$ cat src/lcsc_pkg.sv
// Package for the load-cell scale controller: widths, codes and constants.
// Depends on nothing; used by the interfaces and the top level.
package lcsc_pkg;

  localparam int unsigned SampleBits = 24;
  localparam int unsigned HoldTicks  = 20;

  localparam int unsigned DivW = 14;
  localparam int unsigned ChW  = 4;

  localparam logic [DivW-1:0] CalDefault = 14'd13500;
  localparam logic [DivW-1:0] CalLow     = 14'd10000;
  localparam logic [DivW-1:0] CalHigh    = 14'd15000;
  localparam logic [DivW-1:0] CalStep    = 14'd100;
  localparam int unsigned     OverLimit  = 10000;
  localparam int unsigned     UnderLimit = 1000;

  localparam logic [ChW-1:0] ChMinus = 4'd10;
  localparam logic [ChW-1:0] ChOver  = 4'd11;
  localparam logic [ChW-1:0] ChUnder = 4'd12;

  localparam logic [0:0] RegTare = 1'b0;
  localparam logic [0:0] RegCal  = 1'b1;

  typedef struct packed {
    logic        sample_valid;
    logic [23:0] sample_value;
    logic        tare_pressed;
    logic        up_pressed;
    logic        down_pressed;
    logic        unit_pressed;
  } in_item_t;

  typedef struct packed {
    logic [3:0]  digit_three;
    logic [3:0]  digit_two;
    logic [3:0]  digit_one;
    logic [3:0]  digit_zero;
    logic        calibrating;
    logic        save_tare;
    logic [23:0] tare_out;
    logic        save_calibration;
    logic [13:0] calibration_out;
    logic        at_upper_limit;
    logic        at_lower_limit;
  } out_item_t;

  typedef struct packed {
    logic [0:0]  index;
    logic [23:0] data;
  } cfg_item_t;

  // Validate a stored divisor: only values strictly inside the band are kept.
  function automatic logic [DivW-1:0] validated_cal(input logic [15:0] v);
    if (v > 16'(CalLow) && v < 16'(CalHigh)) begin
      return v[DivW-1:0];
    end
    return CalDefault;
  endfunction

endpackage

$ cat src/lcsc_if.sv
// Handshake channel interfaces for the scale controller.
// Depends on lcsc_pkg for the payload types.
interface lcsc_in_if;
  logic               valid;
  logic               ready;
  lcsc_pkg::in_item_t data;
  modport source (output valid, output data, input ready);
  modport sink (input valid, input data, output ready);
endinterface

interface lcsc_out_if;
  logic                valid;
  logic                ready;
  lcsc_pkg::out_item_t data;
  modport source (output valid, output data, input ready);
  modport sink (input valid, input data, output ready);
endinterface

interface lcsc_cfg_if;
  logic                valid;
  logic                ready;
  lcsc_pkg::cfg_item_t data;
  modport source (output valid, output data, input ready);
  modport sink (input valid, input data, output ready);
endinterface

$ cat src/load_cell_scale_controller_top.sv
// Scale controller top level: debouncers, calibration control, shared divider.
// Depends on lcsc_pkg and the channel interfaces in lcsc_if.sv.
//
//  channel   | dir | payload
//  in_ch     | in  | sample and four button levels
//  out_ch    | out | four characters, mode, save pulses, tare and divisor
//  cfg_ch    | in  | register index (0 tare, 1 calibration) and data
//
// A tick without a sample outside calibration mode goes from the idle state
// through the control state to the output state. A sample adds one division of
// 25 restoring steps, one per cycle, and a digit pass (range check, then repeated
// subtractions for each digit); calibration mode adds a second division and digit
// pass. The two passes share the subtractors. Reset loads the register defaults.
// The input is refused while an item is in work, its result waits or a
// configuration write is offered; configuration is taken only in the idle state.
module load_cell_scale_controller_top #(
  parameter int unsigned SAMPLE_BITS = lcsc_pkg::SampleBits,
  parameter int unsigned HOLD_TICKS  = lcsc_pkg::HoldTicks
) (
  input logic        clk_i,
  input logic        rst_ni,
  lcsc_in_if.sink    in_ch,
  lcsc_out_if.source out_ch,
  lcsc_cfg_if.sink   cfg_ch
);
  import lcsc_pkg::*;

  localparam int unsigned QW = 25;
  localparam int unsigned QCW = $clog2(QW + 1);
  localparam logic [QCW-1:0] QLast = QCW'(QW - 1);
  localparam int unsigned HW = $clog2(HOLD_TICKS + 1);
  localparam logic [HW-1:0] HoldMax = HW'(HOLD_TICKS);
  localparam logic [23:0] SMask = 24'((33'd1 << SAMPLE_BITS) - 33'd1);

  typedef enum logic [2:0] {
    S_IDLE, S_DIV, S_DIGIT, S_CTRL, S_DIV2, S_DIGIT2, S_OUT
  } state_e;

  state_e state_q;
  logic [23:0] tare_q, last_q;
  logic [DivW-1:0] act_q, work_q;
  logic calib_q;
  logic [HW-1:0] cnt_q [5];
  logic fired_q [5];
  logic [ChW-1:0] ch_q [4];
  in_item_t item_q;
  out_item_t res_q;
  // Divider state: sign, magnitude remainder and quotient.
  logic neg_q;
  logic [QW-1:0] num_q, quo_q;
  logic [DivW:0] rem_q;
  logic [DivW-1:0] dvs_q;
  logic [QCW-1:0] bit_q;
  // Digit extraction state.
  logic [1:0] dig_q;
  logic [13:0] val_q;
  logic [3:0] cntd_q;

  // One restoring step.
  logic [DivW+1:0] trial;
  assign trial = {rem_q, num_q[QW-1]} - {2'b0, dvs_q};

  // Digit weights, most significant first.
  logic [13:0] wgt;
  always_comb begin
    case (dig_q)
      2'd0: wgt = 14'd1000;
      2'd1: wgt = 14'd100;
      2'd2: wgt = 14'd10;
      default: wgt = 14'd1;
    endcase
  end

  // Debounce step.
  function automatic logic [HW+1:0] deb(input logic [HW-1:0] c, input logic f,
                                        input logic lv);
    logic [HW-1:0] n;
    n = c;
    if (!lv) return '0;
    if (n < HoldMax) n = n + HW'(1);
    if (n == HoldMax && !f) return {1'b1, 1'b1, {HW{1'b0}}};
    return {1'b0, f, n};
  endfunction

  assign in_ch.ready  = (state_q == S_IDLE) && !cfg_ch.valid;
  assign cfg_ch.ready = (state_q == S_IDLE);
  assign out_ch.valid = (state_q == S_OUT) && (bit_q == QCW'(1));
  assign out_ch.data  = res_q;

  always_ff @(posedge clk_i or negedge rst_ni) begin
    logic [HW+1:0] r;
    logic [DivW-1:0] wd, ad;
    logic cm, fu, ft, ul, ll;
    logic [24:0] diff;
    if (!rst_ni) begin
      state_q <= S_IDLE;
      tare_q <= '0; last_q <= '0;
      act_q <= CalDefault; work_q <= CalDefault;
      calib_q <= 1'b0;
      for (int i = 0; i < 5; i++) begin
        cnt_q[i] <= '0; fired_q[i] <= 1'b0;
      end
      for (int i = 0; i < 4; i++) ch_q[i] <= '0;
      item_q <= '0; res_q <= '0;
      neg_q <= 1'b0; num_q <= '0; quo_q <= '0; rem_q <= '0; dvs_q <= CalDefault;
      bit_q <= '0; dig_q <= '0; val_q <= '0; cntd_q <= '0;
    end else begin
      diff = '0;
      case (state_q)
        S_IDLE: begin
          if (cfg_ch.valid) begin
            if (cfg_ch.data.index == RegTare) begin
              tare_q <= cfg_ch.data.data;
            end else begin
              act_q  <= validated_cal(cfg_ch.data.data[15:0]);
              work_q <= validated_cal(cfg_ch.data.data[15:0]);
            end
          end else if (in_ch.valid) begin
            item_q <= in_ch.data;
            if (in_ch.data.sample_valid) begin
              last_q <= in_ch.data.sample_value & SMask;
              diff = {1'b0, in_ch.data.sample_value & SMask} - {1'b0, tare_q};
              neg_q <= diff[24];
              num_q <= diff[24] ? -diff : diff;
              dvs_q <= act_q; rem_q <= '0; bit_q <= '0;
              state_q <= S_DIV;
            end else begin
              state_q <= S_CTRL;
            end
          end
        end
        S_DIV, S_DIV2: begin
          if (!trial[DivW+1]) rem_q <= trial[DivW:0];
          else rem_q <= {rem_q[DivW-1:0], num_q[QW-1]};
          quo_q <= {quo_q[QW-2:0], ~trial[DivW+1]};
          num_q <= {num_q[QW-2:0], 1'b0};
          bit_q <= bit_q + QCW'(1);
          if (bit_q == QLast) begin
            dig_q <= '0; cntd_q <= '0;
            state_q <= (state_q == S_DIV) ? S_DIGIT : S_DIGIT2;
          end
        end
        S_DIGIT, S_DIGIT2: begin
          if (dig_q == 2'd0 && cntd_q == 4'd0 && val_q == 14'd0 && bit_q != '0) begin
            // First cycle: range check and load of magnitude.
            bit_q <= '0;
            if (!neg_q && quo_q > QW'(OverLimit)) begin
              for (int i = 0; i < 4; i++) ch_q[i] <= ChOver;
              state_q <= (state_q == S_DIGIT) ? S_CTRL : S_OUT;
            end else if (neg_q && quo_q > QW'(UnderLimit)) begin
              for (int i = 0; i < 4; i++) ch_q[i] <= ChUnder;
              state_q <= (state_q == S_DIGIT) ? S_CTRL : S_OUT;
            end else begin
              val_q <= quo_q[13:0];
              if (quo_q == '0) begin
                for (int i = 0; i < 4; i++) ch_q[i] <= '0;
                state_q <= (state_q == S_DIGIT) ? S_CTRL : S_OUT;
              end
            end
          end else if (val_q >= wgt) begin
            val_q <= val_q - wgt;
            cntd_q <= cntd_q + 4'd1;
          end else begin
            ch_q[dig_q] <= (dig_q == 2'd0 && neg_q) ? ChMinus : cntd_q;
            cntd_q <= '0;
            dig_q <= dig_q + 2'd1;
            if (dig_q == 2'd3) begin
              val_q <= '0;
              state_q <= (state_q == S_DIGIT) ? S_CTRL : S_OUT;
            end
          end
        end
        S_CTRL: begin
          wd = work_q; ad = act_q; cm = calib_q; fu = 1'b0; ul = 1'b0; ll = 1'b0;
          r = deb(cnt_q[0], fired_q[0], item_q.up_pressed && item_q.down_pressed);
          cnt_q[0] <= r[HW-1:0]; fired_q[0] <= r[HW];
          if (r[HW+1]) cm = 1'b1;
          if (cm) begin
            r = deb(cnt_q[4], fired_q[4], item_q.unit_pressed);
            cnt_q[4] <= r[HW-1:0]; fired_q[4] <= r[HW];
            if (r[HW+1]) begin
              ad = wd; fu = 1'b1;
            end
            r = deb(cnt_q[1], fired_q[1], item_q.tare_pressed);
            cnt_q[1] <= r[HW-1:0]; fired_q[1] <= r[HW];
            if (r[HW+1]) wd = ad;
            r = deb(cnt_q[2], fired_q[2], item_q.up_pressed);
            cnt_q[2] <= r[HW-1:0]; fired_q[2] <= r[HW];
            if (r[HW+1]) begin
              if (wd < CalHigh) wd = wd + CalStep;
              else ul = 1'b1;
            end
            r = deb(cnt_q[3], fired_q[3], item_q.down_pressed);
            cnt_q[3] <= r[HW-1:0]; fired_q[3] <= r[HW];
            if (r[HW+1]) begin
              if (wd > CalLow) wd = wd - CalStep;
              else ll = 1'b1;
            end
            work_q <= wd; act_q <= ad;
            calib_q <= ~fu;
            res_q.save_tare <= 1'b0;
            res_q.save_calibration <= fu;
            res_q.at_upper_limit <= ul;
            res_q.at_lower_limit <= ll;
            res_q.calibrating <= ~fu;
            res_q.calibration_out <= ad;
            res_q.tare_out <= tare_q;
            diff = {1'b0, last_q} - {1'b0, tare_q};
            neg_q <= diff[24];
            num_q <= diff[24] ? -diff : diff;
            dvs_q <= wd; rem_q <= '0; bit_q <= '0;
            state_q <= S_DIV2;
          end else begin
            r = deb(cnt_q[1], fired_q[1], item_q.tare_pressed);
            cnt_q[1] <= r[HW-1:0]; fired_q[1] <= r[HW];
            ft = r[HW+1];
            if (ft) tare_q <= last_q;
            res_q.save_tare <= ft;
            res_q.save_calibration <= 1'b0;
            res_q.at_upper_limit <= 1'b0;
            res_q.at_lower_limit <= 1'b0;
            res_q.tare_out <= ft ? last_q : tare_q;
            res_q.calibrating <= 1'b0;
            res_q.calibration_out <= ad;
            state_q <= S_OUT;
          end
        end
        S_OUT: begin
          res_q.digit_three <= ch_q[0];
          res_q.digit_two   <= ch_q[1];
          res_q.digit_one   <= ch_q[2];
          res_q.digit_zero  <= ch_q[3];
          if (out_ch.ready && bit_q == QCW'(1)) begin
            bit_q <= '0;
            state_q <= S_IDLE;
          end else begin
            bit_q <= QCW'(1);
          end
        end
        default: state_q <= S_IDLE;
      endcase
    end
  end

endmodule
$ cat src/flat_wrapper.sv
// flat-port wrapper written by rule: the top's interface ports become plain ports
module load_cell_scale_controller_top_flat import lcsc_pkg::*;
#(
  parameter int unsigned SAMPLE_BITS = lcsc_pkg::SampleBits,
  parameter int unsigned HOLD_TICKS  = lcsc_pkg::HoldTicks
)
  (clk_i, rst_ni, in_ch_valid, in_ch_data, in_ch_ready, out_ch_valid, out_ch_data, out_ch_ready, cfg_ch_valid, cfg_ch_data, cfg_ch_ready);
  lcsc_in_if in_ch_i ();
  lcsc_out_if out_ch_i ();
  lcsc_cfg_if cfg_ch_i ();
  input logic clk_i;
  input logic rst_ni;
  input wire logic [$bits(in_ch_i.valid)-1:0] in_ch_valid;
  input wire logic [$bits(in_ch_i.data)-1:0] in_ch_data;
  output wire logic [$bits(in_ch_i.ready)-1:0] in_ch_ready;
  output wire logic [$bits(out_ch_i.valid)-1:0] out_ch_valid;
  output wire logic [$bits(out_ch_i.data)-1:0] out_ch_data;
  input wire logic [$bits(out_ch_i.ready)-1:0] out_ch_ready;
  input wire logic [$bits(cfg_ch_i.valid)-1:0] cfg_ch_valid;
  input wire logic [$bits(cfg_ch_i.data)-1:0] cfg_ch_data;
  output wire logic [$bits(cfg_ch_i.ready)-1:0] cfg_ch_ready;
  assign in_ch_i.valid = in_ch_valid;
  assign in_ch_i.data = in_ch_data;
  assign in_ch_ready = in_ch_i.ready;
  assign out_ch_valid = out_ch_i.valid;
  assign out_ch_data = out_ch_i.data;
  assign out_ch_i.ready = out_ch_ready;
  assign cfg_ch_i.valid = cfg_ch_valid;
  assign cfg_ch_i.data = cfg_ch_data;
  assign cfg_ch_ready = cfg_ch_i.ready;
  load_cell_scale_controller_top #(.SAMPLE_BITS(SAMPLE_BITS), .HOLD_TICKS(HOLD_TICKS)) u_core (.clk_i(clk_i), .rst_ni(rst_ni), .in_ch(in_ch_i), .out_ch(out_ch_i), .cfg_ch(cfg_ch_i));
endmodule
$ cat config.mk
export PLATFORM = sky130hd
export DESIGN_NAME = load_cell_scale_controller_top_flat
export DESIGN_NICKNAME = d
export VERILOG_FILES = /design/src/lcsc_pkg.sv /design/src/lcsc_if.sv /design/src/load_cell_scale_controller_top.sv /design/src/flat_wrapper.sv
export SDC_FILE = /design/constraint.sdc
export NUM_CORES = 1
export LEC_CHECK = 0
export BUFFER_PORTS_ARGS = -buffer_cell sky130_fd_sc_hd__buf_2
export CORE_UTILIZATION = 45
export DETAILED_ROUTE_END_ITERATION = 16
export SLEW_MARGIN = 20
export SYNTH_ARGS = -nofsm -noshare
export SYNTH_HDL_FRONTEND = slang
export SYNTH_SLANG_ARGS = --single-unit
export TNS_END_PERCENT = 100
$ cat constraint.sdc
create_clock -name clk_i -period 7.5 [get_ports clk_i]
set_input_delay 0.75 -clock clk_i [delete_from_list [all_inputs] [get_ports clk_i]]
set_output_delay 0.75 -clock clk_i [all_outputs]
set_load 0.01 [all_outputs]
* Word-level counts from Yosys, hierarchy flattened
Index checks and enable logic that the tools add are counted.
** Cells by class
- $lt $le $gt $ge :: 14
- Reductions and logical operators :: 56
- Mux-type cells :: 201
- Add/subtract/negate cells :: 16
- Equality and inequality tests :: 43
- Bitwise operators :: 4
** Operators with widths (number)
- 14-bit two-way mux :: 24
- 7-bit two-way mux :: 34
- 25-bit two-way mux :: 6
- 5-bit two-way mux :: 28
- 24-bit two-way mux :: 4
- 14-bit one-hot mux with 2 select lines :: 3
- 16-bit two-way mux :: 5
- 15-bit two-way mux :: 5
- 25-bit one-hot mux with 3 select lines :: 1
- 1-bit two-way mux :: 58
- 25-bit negator :: 2
- 24-bit by 24-bit subtractor with 25-bit output :: 2
- 24-bit one-hot mux with 2 select lines :: 1
- 15-bit one-hot mux with 3 select lines :: 1
- 43-bit two-way mux :: 1
- 3-bit two-way mux :: 12
- 5-bit == test (second input constant) :: 7
- 5-bit by 1-bit adder with 5-bit output (second input constant) :: 6
- 10-bit one-hot mux with 3 select lines :: 1
- 25-bit by 10-bit greater-than comparator with 1-bit output (second input constant) :: 1
- 25-bit by 14-bit greater-than comparator with 1-bit output (second input constant) :: 1
- 25-bit logical NOT :: 1
- 5-bit < comparator (second input constant) :: 5
- 5-bit one-hot mux with 5 select lines :: 1
- other kinds (52) :: 124
** Word-level totals
- Output and inout bits :: 62
- Register bits :: 294

* Logic depth before layout (Yosys ltp)
Gate-level depths: netlist of the first run.
- Word-level depth :: 44
- Gate-level depth with buffers :: 26
- Depth with buffers taken out :: 23

* Worst setup path before layout of the first run
Ideal clock, no wire load.
- Path kind :: register to register
- Start :: register u_core.cnt_q[16] (netlist bit)
- End :: register u_core.dvs_q[8]
- Required time :: 7366 ps
- Buffers on the path :: 4
- Stages on the path, launching flop included :: 23
- Setup slack :: 2157 ps
- Arrival :: 5208 ps
- Setup time :: 134 ps
- Cell sequence :: dfrtp_1 ha_1 or4_1 a32oi_2 o2111ai_2 buf_2 buf_4 buf_2 nand2_1 nand2_1 ha_1 mux2i_1 ha_1 or3b_2 a2111oi_0 o21ai_0 a32o_1 a221o_2 nand3_2 buf_6 or3_1 mux2i_1 o211ai_1
** On the way
- Longest elaborated chain between the ends :: 28
- Elaborated cells on any way between the ends :: 32
- Those cells by class :: add/sub (3); order compare (3); eq/ne (1); mux (24); reduce/logical (1)
** Ends and longest elaborated chain
- start: declaration :: line load_cell_scale_controller_top.sv:43 : logic [HW-1:0] cnt_q [5];
- 5-bit by 1-bit adder with 5-bit output or 5-bit < comparator (tied branches) :: line load_cell_scale_controller_top.sv:80 : if (n < HoldMax) n = n + HW'(1);
- 5-bit two-way mux (*) (2 in a row) :: line load_cell_scale_controller_top.sv:80
- 5-bit two-way mux (*) :: line load_cell_scale_controller_top.sv:178 : if (cm) begin
- 5-bit two-way mux (*) :: line load_cell_scale_controller_top.sv:109 : case (state_q)
- 5-bit == test (*) :: line load_cell_scale_controller_top.sv:81 : if (n == HoldMax && !f) return {1'b1, 1'b1, {HW{1'b0}}};
- 1-bit logical AND (*) :: line load_cell_scale_controller_top.sv:81
- 1-bit two-way mux :: line load_cell_scale_controller_top.sv:81
- 1-bit two-way mux :: line load_cell_scale_controller_top.sv:80
- [11 not listed]
- 14-bit two-way mux (*) :: line load_cell_scale_controller_top.sv:189 : if (r[HW+1]) begin
- 14-bit two-way mux (*) :: line load_cell_scale_controller_top.sv:178
- 14-bit two-way mux (*) :: line load_cell_scale_controller_top.sv:109
- 14-bit by 7-bit subtractor with 14-bit output or 14-bit greater-than comparator (tied branches) :: line load_cell_scale_controller_top.sv:196 : if (wd > CalLow) wd = wd - CalStep;
- 14-bit two-way mux :: line load_cell_scale_controller_top.sv:196
- 14-bit two-way mux (*) :: line load_cell_scale_controller_top.sv:195 : if (r[HW+1]) begin
- 14-bit two-way mux (*)
- 14-bit one-hot mux with 2 select lines (*) :: line load_cell_scale_controller_top.sv:109
- end signal: assignment :: line load_cell_scale_controller_top.sv:105 : neg_q <= 1'b0; num_q <= '0; quo_q <= '0; rem_q <= '0; dvs_q <= CalDefault;
- end signal: assignment :: line load_cell_scale_controller_top.sv:125 : dvs_q <= act_q; rem_q <= '0; bit_q <= '0;
- end signal: assignment :: line load_cell_scale_controller_top.sv:211 : dvs_q <= wd; rem_q <= '0; bit_q <= '0;
- end: declaration :: line load_cell_scale_controller_top.sv:52 : logic [DivW-1:0] dvs_q;
Every way passes the cells marked *; elsewhere a longest branch is shown, timed or not. The select of a mux whose other input is x is not followed.
A chain may end at the register's enable or synchronous reset.

* Final worst setup path of the first run
- Start :: register u_core.cnt_q[15] (netlist bit)
- End :: register u_core.work_q[10]
** On the way
- Longest elaborated chain between the ends :: 28
- Elaborated cells on any way between the ends :: 32
- Those cells by class :: add/sub (3); order compare (3); eq/ne (1); mux (24); reduce/logical (1)
** Ends and longest elaborated chain
- 5-bit by 1-bit adder with 5-bit output or 5-bit < comparator (tied branches) :: line load_cell_scale_controller_top.sv:80
- 5-bit two-way mux (*) (2 in a row) :: line load_cell_scale_controller_top.sv:80
- 5-bit two-way mux (*) :: line load_cell_scale_controller_top.sv:178
- 5-bit two-way mux (*) :: line load_cell_scale_controller_top.sv:109
- 5-bit == test (*) :: line load_cell_scale_controller_top.sv:81
- 1-bit logical AND (*) :: line load_cell_scale_controller_top.sv:81
- 1-bit two-way mux :: line load_cell_scale_controller_top.sv:81
- 1-bit two-way mux :: line load_cell_scale_controller_top.sv:80
- [11 not listed]
- 14-bit two-way mux (*) :: line load_cell_scale_controller_top.sv:189
- 14-bit two-way mux (*) :: line load_cell_scale_controller_top.sv:178
- 14-bit two-way mux (*) :: line load_cell_scale_controller_top.sv:109
- 14-bit by 7-bit subtractor with 14-bit output or 14-bit greater-than comparator (tied branches) :: line load_cell_scale_controller_top.sv:196
- 14-bit two-way mux :: line load_cell_scale_controller_top.sv:196
- 14-bit two-way mux (*) :: line load_cell_scale_controller_top.sv:195
- 14-bit two-way mux (*)
- 14-bit one-hot mux with 2 select lines (*) :: line load_cell_scale_controller_top.sv:109
- end signal: assignment :: line load_cell_scale_controller_top.sv:98 : act_q <= CalDefault; work_q <= CalDefault;
- end signal: assignment :: line load_cell_scale_controller_top.sv:116 : work_q <= validated_cal(cfg_ch.data.data[15:0]);
- end: declaration :: line load_cell_scale_controller_top.sv:41 : logic [DivW-1:0] act_q, work_q;
Marks and branches as above.

==> results of run 1 <==
metal layers:
layer | vias to the layer above | routed length, um | GRT usage (%)
li1 | 8892 | - | -
met5 | - | 0 | 0
met2 | 557 | 30220 | 47.20
met3 | 125 | 2812 | 3.192
met4 | 0 | 2439 | 12.22
met1 | 8991 | 28380 | 37.40
power breakdown:
part | internal [mW] | switching, mW
Combinational | 2.49 | 3.98
Clock | 1.16 | 0.771
Sequential | 2.15 | 0.614
cell families (layout without fill, tap and decap cells):
logic type	Yosys count	in the layout
simple gates	897	897
compound gates	719	719
flops	294	294
buf+inv	233	319
xor+xnor	111	111
fa+ha+maj	94	94
mux	94	94
other cells	0	1
stage by stage:
step	util, %	hold slack, ns	cells
global route	50.95	0.3083	3120
finish	50.96	0.2544	3121
detailed placement	47.99	0.4629	3053
CTS	50.95	0.2879	3120
global placement	47.99	0.4612	3053
floorplan	-	0.4460	2442
critical path, cell delays in order, from the launching register on:
cell and delay, ns:
dfrtp_1 0.47, ha_1 0.33, or4_1 0.51, a32oi_2 0.33
nand3_1 0.46, nor2_1 0.60, nand2_1 0.11, nand2_1 0.10
ha_1 0.25, mux2i_1 0.26, ha_1 0.23, or3b_2 0.50
a2111oi_0 0.42, o21ai_0 0.17, a32o_1 0.29, a221o_2 0.40
nand3_2 0.25, or4_1 0.18, xnor2_1 0.08, a221oi_1 0.32
cell type report:
cell class              count  area (um^2)
multi-input cells        1915        11820
diodes                      1        2.502
flip-flops and latches    294         7387
clock buffers              47         1025
inverters                 103        386.6
fillers                  4329        21640
clock inverters            20        284.0
well taps                 592        740.7
repair buffers            149        840.8
path summary, 6_finish.rpt:
check / startpoint / endpoint / slack (ns) / cells past startpoint
worst max-delay path: u_core.cnt_q[15] / u_core.work_q[10] / 1.13 / 19
worst min-delay path: rst_ni / u_core.cnt_q[3] / 0.25 / 1
worst max register to register: u_core.cnt_q[15] / u_core.work_q[10] / 1.13 / 19
worst min register to register: u_core.ch_q[4] / u_core.ch_q[4] / 0.48 / 2
max in group asynchronous: rst_ni / u_core.last_q[4] / 5.92 / 2
min in group clk_i: in_ch_data[11] / u_core.last_q[7] / 0.41 / 3
placed cells by master (no fill, tap or decap), types with 28 or more instances in the layout:
cell type | Yosys | layout
nand2_1 | 411 | 410
dfrtp_1 | 270 | 270
o21ai_0 | 235 | 235
nor2_1 | 180 | 178
a21oi_1 | 175 | 174
buf_2 | 5 | 119
inv_1 | 100 | 100
ha_1 | 90 | 90
xnor2_1 | 79 | 79
mux2i_1 | 70 | 70
nand3_1 | 60 | 60
nor3_1 | 52 | 52
clkbuf_16 | 0 | 38
xor2_1 | 32 | 32
or3_1 | 30 | 30
nor2b_1 | 28 | 28
buf_4 | 4 | 28
state kept, by name, summed over array words and instances (netlist names):
signal	cells
u_core.tare_q	24
u_core.quo_q	25
u_core.out_ch.data	59
u_core.cntd_q	4
u_core.calib_q	1
u_core.last_q	24
u_core.bit_q	5
u_core.val_q	14
u_core.fired_q	5
u_core.ch_q	16
u_core.item_q	4
u_core.dvs_q	14
u_core.num_q	25
u_core.work_q	14
u_core.rem_q	15
u_core.dig_q	2
u_core.neg_q	1
u_core.state_q	3
u_core.cnt_q	25
u_core.act_q	14
==> flow_metrics.py, run 1 <==
metrics = {
    "status": {
        "status": "finished clean",
    },
    "setup_path": {
        "crit_required_ns": 7.95,
        "worstPathMaxFanout": 12,
        "crit_arrival_ns": 6.82,
        "critPathKind": "reg -> reg",
        "crit_path_start_kind": "flip-flop",
        "critPathCaptureType": "flip-flop",
    },
    "drt": {
        "vias": 18570,
        "routedWlPerCell_um": 20.46,
        "ant_nets": 0,
        "first_pass_iters": 6,
        "initialDrtViolationCount": 1582,
        "vias_per_cell": 5.948,
        "wl_mm": 63.85,
        "drc": 0,
    },
    "clock_network": {
        "holdBufCountCts": 0,
        "clockBufferDepth": 3,
        "clk_pin_slew_ns": 0.06,
        "cts_setup_buffers": 0,
        "cts_buffers": 37,
        "cts_tree": "yes",
        "ctsResizeCount": 0,
        "insertion_delay_ns": 0.57,
        "clock-root-buffer": "clkbuf_16",
        "clock_sinks": 294,
        "h-tree-depth": 2,
    },
    "grt": {
        "grt_max_degree": 132,
        "grt_pass1_vias": 17880,
        "grt_pass1_wl_mm": 100.6,
        "antenna_found_initial": 0,
        "grt_usage_pct": 28.42,
        "gr-total-overflow": 0,
    },
    "power_and_ir_drop": {
        "vdd_drop_max_mv": 0.3080,
        "power_density_mw_per_mm2": 496.6,
        "p_total_mw": 11.17,
        "p_leak_nw": 10.22,
    },
    "yosys": {
        "ys.flop_type": "dfrtp_1",
        "synth.mux.area_fraction_pct": 4.836,
        "synthSimpleGateAreaFrac_pct": 20.52,
        "syn_nets": 2595,
        "syn_area_mm2": 0.02008,
        "synth_cells": 2442,
        "async_flop_share_pct": 100.0,
        "synth.distinct_cells": 95,
        "synthAdderAreaFrac_pct": 6.008,
        "synth_top_family_by_area": "compound AO/OA/AOI/OAI gates",
        "synth_top_cell_by_area": "dfrtp_1",
        "synthDominantCellAreaShare_pct": 33.66,
        "synth_edf_count": 0,
        "yosysSeqAreaShare_pct": 36.80,
        "yosysMostFrequentCell": "nand2_1",
        "yosys-top-cells-area": "dfrtp_1 34%, nand2_1 7.7%, o21ai_0 5.9%, ha_1 5.6%, a21oi_1 4.4%",
        "avgSynthCellArea_um2": 8.221,
        "synth-seq-cells": 294,
        "synthTopCellsByCount": "411 x nand2_1, 270 x dfrtp_1, 235 x o21ai_0, 180 x nor2_1, 175 x a21oi_1",
        "synth_compound_area_share_pct": 22.42,
        "synth-xor-area-share_pct": 4.843,
        "ys_warn_count": 0,
    },
    "timing": {
        "clock_skew_ns": 0.03103,
        "max_freq_ghz": 0.1570,
        "setup_ws_ns": 1.130,
        "rsz0062_at_grt": "no",
        "setup_viol": 0,
        "worst_pin_slew_ns": 1.136,
        "hold_violations": 0,
        "fin_tns_setup_ns": 0,
        "fin_crit_sh_pct": 84.93,
        "timing.final.crit_period_ns": 6.370,
        "slew_headroom_pct": 23.99,
        "drv_slew": 0,
    },
    "layout": {
        "design_area_mm2": 0.02249,
        "final_nets": 2653,
        "area_delta_synth_final_pct": 12.00,
        "drive_gt1_share_pct": 11.43,
    },
    "floorplan": {
        "die_w_um": 213.2,
        "rows": 77,
        "dieArea_mm2": 0.04546,
        "coreArea_mm2": 0.04412,
        "die_y_um": 213.2,
        "io_pins": 121,
        "start_util_pct": 45.50,
    },
    "job": {
        "maxCapViolCount": 0,
    },
    "placed_design": {
        "pre_cts_ws_ns": 1.246,
        "placed_cell_area_mm2": 0.02117,
        "port_buffers": 120,
        "dp_hpwl_mm": 46.39,
        "gp_congestion": 0.9467,
    },
    "min_path": {
        "hold_path.class": "in -> async",
    },
}
No activity file was read; power rests on OpenSTA's default activity.
==> run 2, diff against run 1 <==
Settings changed: ABC_AREA set to 1.
Clock period 7.5 ns to 6.2 ns, I/O delays scaled along.
==> run 2 against run 1 <==
  * Final area is 0.36% lower
  * Non-clock buffer count shrank 7
  * Count of clock-buffer cells in the layout rose by 9
  * Critical endpoint is now u_core.work_q[11]
  * Largest power group unchanged
==> flow_metrics.py, run 2 <==
metrics = {
    "status": {
        "status": "finished clean",
    },
    "layout": {
        "regArea_mm2": 0.007387,
        "final_cell_mix": "614 x nand2_1, 353 x inv_1, 270 x dfrtp_1",
        "final_nets": 2930,
        "layout_commonest_cell": "nand2_1",
        "area_delta_synth_final_pct": 12.55,
        "fillCellCount": 4282,
        "multiInputGateArea_mm2": 0.01077,
        "largest_reg_flops": 59,
        "drive_gt1_share_pct": 11.84,
    },
    "drt": {
        "ant_nets": 0,
        "initialDrtViolationCount": 1546,
        "routedWlPerCell_um": 17.71,
        "vias_per_cell": 5.548,
        "first_pass_iters": 7,
        "wl_mm": 60.09,
        "vias": 18820,
        "drc": 0,
    },
    "placed_design": {
        "gp_congestion": 0.9772,
        "port_buffers": 120,
        "pre_cts_ws_ns": 1.509,
        "dp_hpwl_mm": 44.61,
    },
    "clock_network": {
        "h-tree-depth": 2,
        "clk_pin_slew_ns": 0.06,
        "cts_buffers": 38,
        "cts_setup_buffers": 0,
        "clockBufferDepth": 3,
        "ctsResizeCount": 0,
        "insertion_delay_ns": 0.56,
        "holdBufCountCts": 0,
        "clock_sinks": 294,
        "clock-root-buffer": "clkbuf_16",
        "cts_tree": "yes",
    },
    "grt": {
        "met2_usage_pct": 45.56,
        "grt_max_degree": 128,
        "gr-total-overflow": 0,
        "use_met3_pct": 3.072,
        "met1_usage_pct": 36.42,
        "grt-busiest-layer": "met2",
        "grt_pass1_wl_mm": 96.63,
        "antenna_found_initial": 2,
        "grt_usage_pct": 27.13,
        "grt_pass1_vias": 17790,
    },
    "power_and_ir_drop": {
        "p_comb_share_pct": 58.5,
        "p_int_mw": 6.910,
        "switching_share_pct": 49.47,
        "seqPwrFrac_pct": 24.4,
        "vdd_drop_max_mv": 0.3131,
        "p_leak_nw": 11.16,
        "power_switching_mw": 6.765,
        "power_density_mw_per_mm2": 610.4,
        "p_clk_share_pct": 17.1,
    },
    "timing": {
        "worst_pin_slew_ns": 0.9447,
        "setup_viol": 0,
        "clock_skew_ns": 0.02613,
        "fin_tns_setup_ns": 0,
        "hold_violations": 0,
        "rsz0062_at_grt": "no",
        "whs_ns": 0.04322,
        "fin_crit_sh_pct": 76.46,
        "setup_ws_ns": 1.459,
        "slew_headroom_pct": 36.20,
        "drv_slew": 0,
        "max_freq_ghz": 0.2109,
        "timing.final.crit_period_ns": 4.741,
    },
    "yosys": {
        "synth.distinct_cells": 70,
        "ys_warn_count": 0,
        "synth_cells": 2688,
        "syn_nets": 2841,
        "syn_area_mm2": 0.01991,
        "yosys-top-cells-area": "dfrtp_1 34%, nand2_1 12%, inv_1 6.7%, o21ai_0 5.9%, ha_1 5.7%",
        "synth-seq-cells": 294,
        "ys.flop_type": "dfrtp_1",
        "synthDominantCellAreaShare_pct": 33.94,
        "yosysSeqAreaShare_pct": 37.11,
        "synth_top_cell_by_area": "dfrtp_1",
        "synthTopCellsByCount": "614 x nand2_1, 354 x inv_1, 270 x dfrtp_1, 234 x o21ai_0, 181 x a21oi_1",
        "avgSynthCellArea_um2": 7.406,
        "yosysMostFrequentCell": "nand2_1",
        "async_flop_share_pct": 100.0,
        "synth_edf_count": 0,
    },
    "min_path": {
        "hold_path.class": "in -> async",
    },
    "setup_path": {
        "critical-path-top-delay-family": "buffers and inverters",
        "path_buf_inv": 9,
        "crit_arrival_ns": 5.15,
        "cp_slowest_stage_delay_ns": 0.58,
        "crit_path_start_kind": "flip-flop",
        "worst-path-stages": 21,
        "critPathCaptureType": "flip-flop",
        "critPathKind": "reg -> reg",
        "slowest_stage": "a31oi_1",
        "cp_cell_sequence": "inv_1 -> a21oi_1 -> inv_1 -> nand4_1 -> xor2_1 -> nor3b_1 -> nand2_1 -> inv_1 -> nand2_1 -> nand2_1 -> buf_4 -> inv_1 -> nor2_2 -> buf_4 -> clkinv_1 -> buf_4 -> a21oi_1 -> o21ai_2 -> buf_4 -> a31oi_1 -> a21oi_1",
        "worstPathMaxFanout": 44,
        "reg2reg_depth": 21,
        "crit_required_ns": 6.61,
    },
    "job": {
        "maxCapViolCount": 0,
    },
    "floorplan": {
        "die_w_um": 212.3,
        "coreArea_mm2": 0.04336,
        "die_y_um": 212.3,
        "dieArea_mm2": 0.04508,
        "io_pins": 121,
        "start_util_pct": 45.91,
        "rows": 76,
    },
}
## run 2: cell count changes after synthesis, moves of 30 or more
| cell | delta |
|---|---|
| nand4_1 | +47 |
| xnor2_1 | -59 |
| or3_1 | -30 |
| mux2i_1 | -65 |
| nand3_1 | +77 |
| nand2_1 | +203 |
| inv_1 | +254 |
## run 2: power groups by stage
stage | Clock, mW | Sequential, mW | Combinational (mW)
2_1_floorplan | 0 | 3.22 | 5.87
3_3_place_gp | 0 | 3.34 | 7.82
3_5_place_dp | 0 | 3.35 | 7.93
4_1_cts | 2.38 | 3.33 | 7.98
5_1_grt | 2.45 | 3.43 | 9.04
6_report | 2.34 | 3.33 | 8.00
## run 2: per-layer routing
metal	part of all wire (%)	wire [um]
met2	48	28680
met1	45	26830
met3	4.9	2968
met5	0.027	16
met4	2.6	1588
## run 2: worst paths after layout
check / startpoint / endpoint / slack, ns
hold reg to reg: u_core.out_ch.data[49] / u_core.out_ch.data[49] / 0.47
setup / recovery: u_core.cnt_q[22] / u_core.work_q[11] / 1.46
setup reg to reg: u_core.cnt_q[22] / u_core.work_q[11] / 1.46
min in group clk_i: in_ch_data[3] / u_core.item_q[3] / 0.27
hold / removal: rst_ni / u_core.tare_q[17] / 0.04
max in group asynchronous: rst_ni / u_core.out_ch.data[42] / 4.78
## run 2: logic make-up (layout without fill, tap and decap cells)
| family | count (synthesis) | after routing | synth area share, % |
|---|---|---|---|
| simple gates | 1107 | 1107 | 24.54 |
| compound gates | 633 | 633 | 18.80 |
| buf+inv | 465 | 582 | 8.975 |
| flops | 294 | 294 | 37.11 |
| fa+ha+maj | 94 | 94 | 6.059 |
| xor+xnor | 66 | 66 | 2.904 |
| mux | 29 | 29 | 1.609 |
| other cells | 0 | 2 | 0 |
## run 2: area by class of cell
cell class | count | area share [%]
flip-flops and latches | 294 | 32.97
repair buffers | 142 | 3.518
clock buffers | 56 | 5.043
clock inverters | 12 | 0.8600
inverters | 372 | 6.232
diodes | 2 | 0.02234
well taps | 585 | 3.267
multi-input cells | 1929 | 48.09
## run 2: through the flow
stage                     area, um^2  total power [mW]  utilization, %  instances
after floorplan                19910             9.084               -       2688
after detailed placement       21080             11.27           48.61       3322
final                          22410             13.68           51.67       3392
after global placement         21080             11.16           48.61       3322
after global routing           22400             14.91           51.66       3390
after CTS                      22400             13.69           51.66       3390
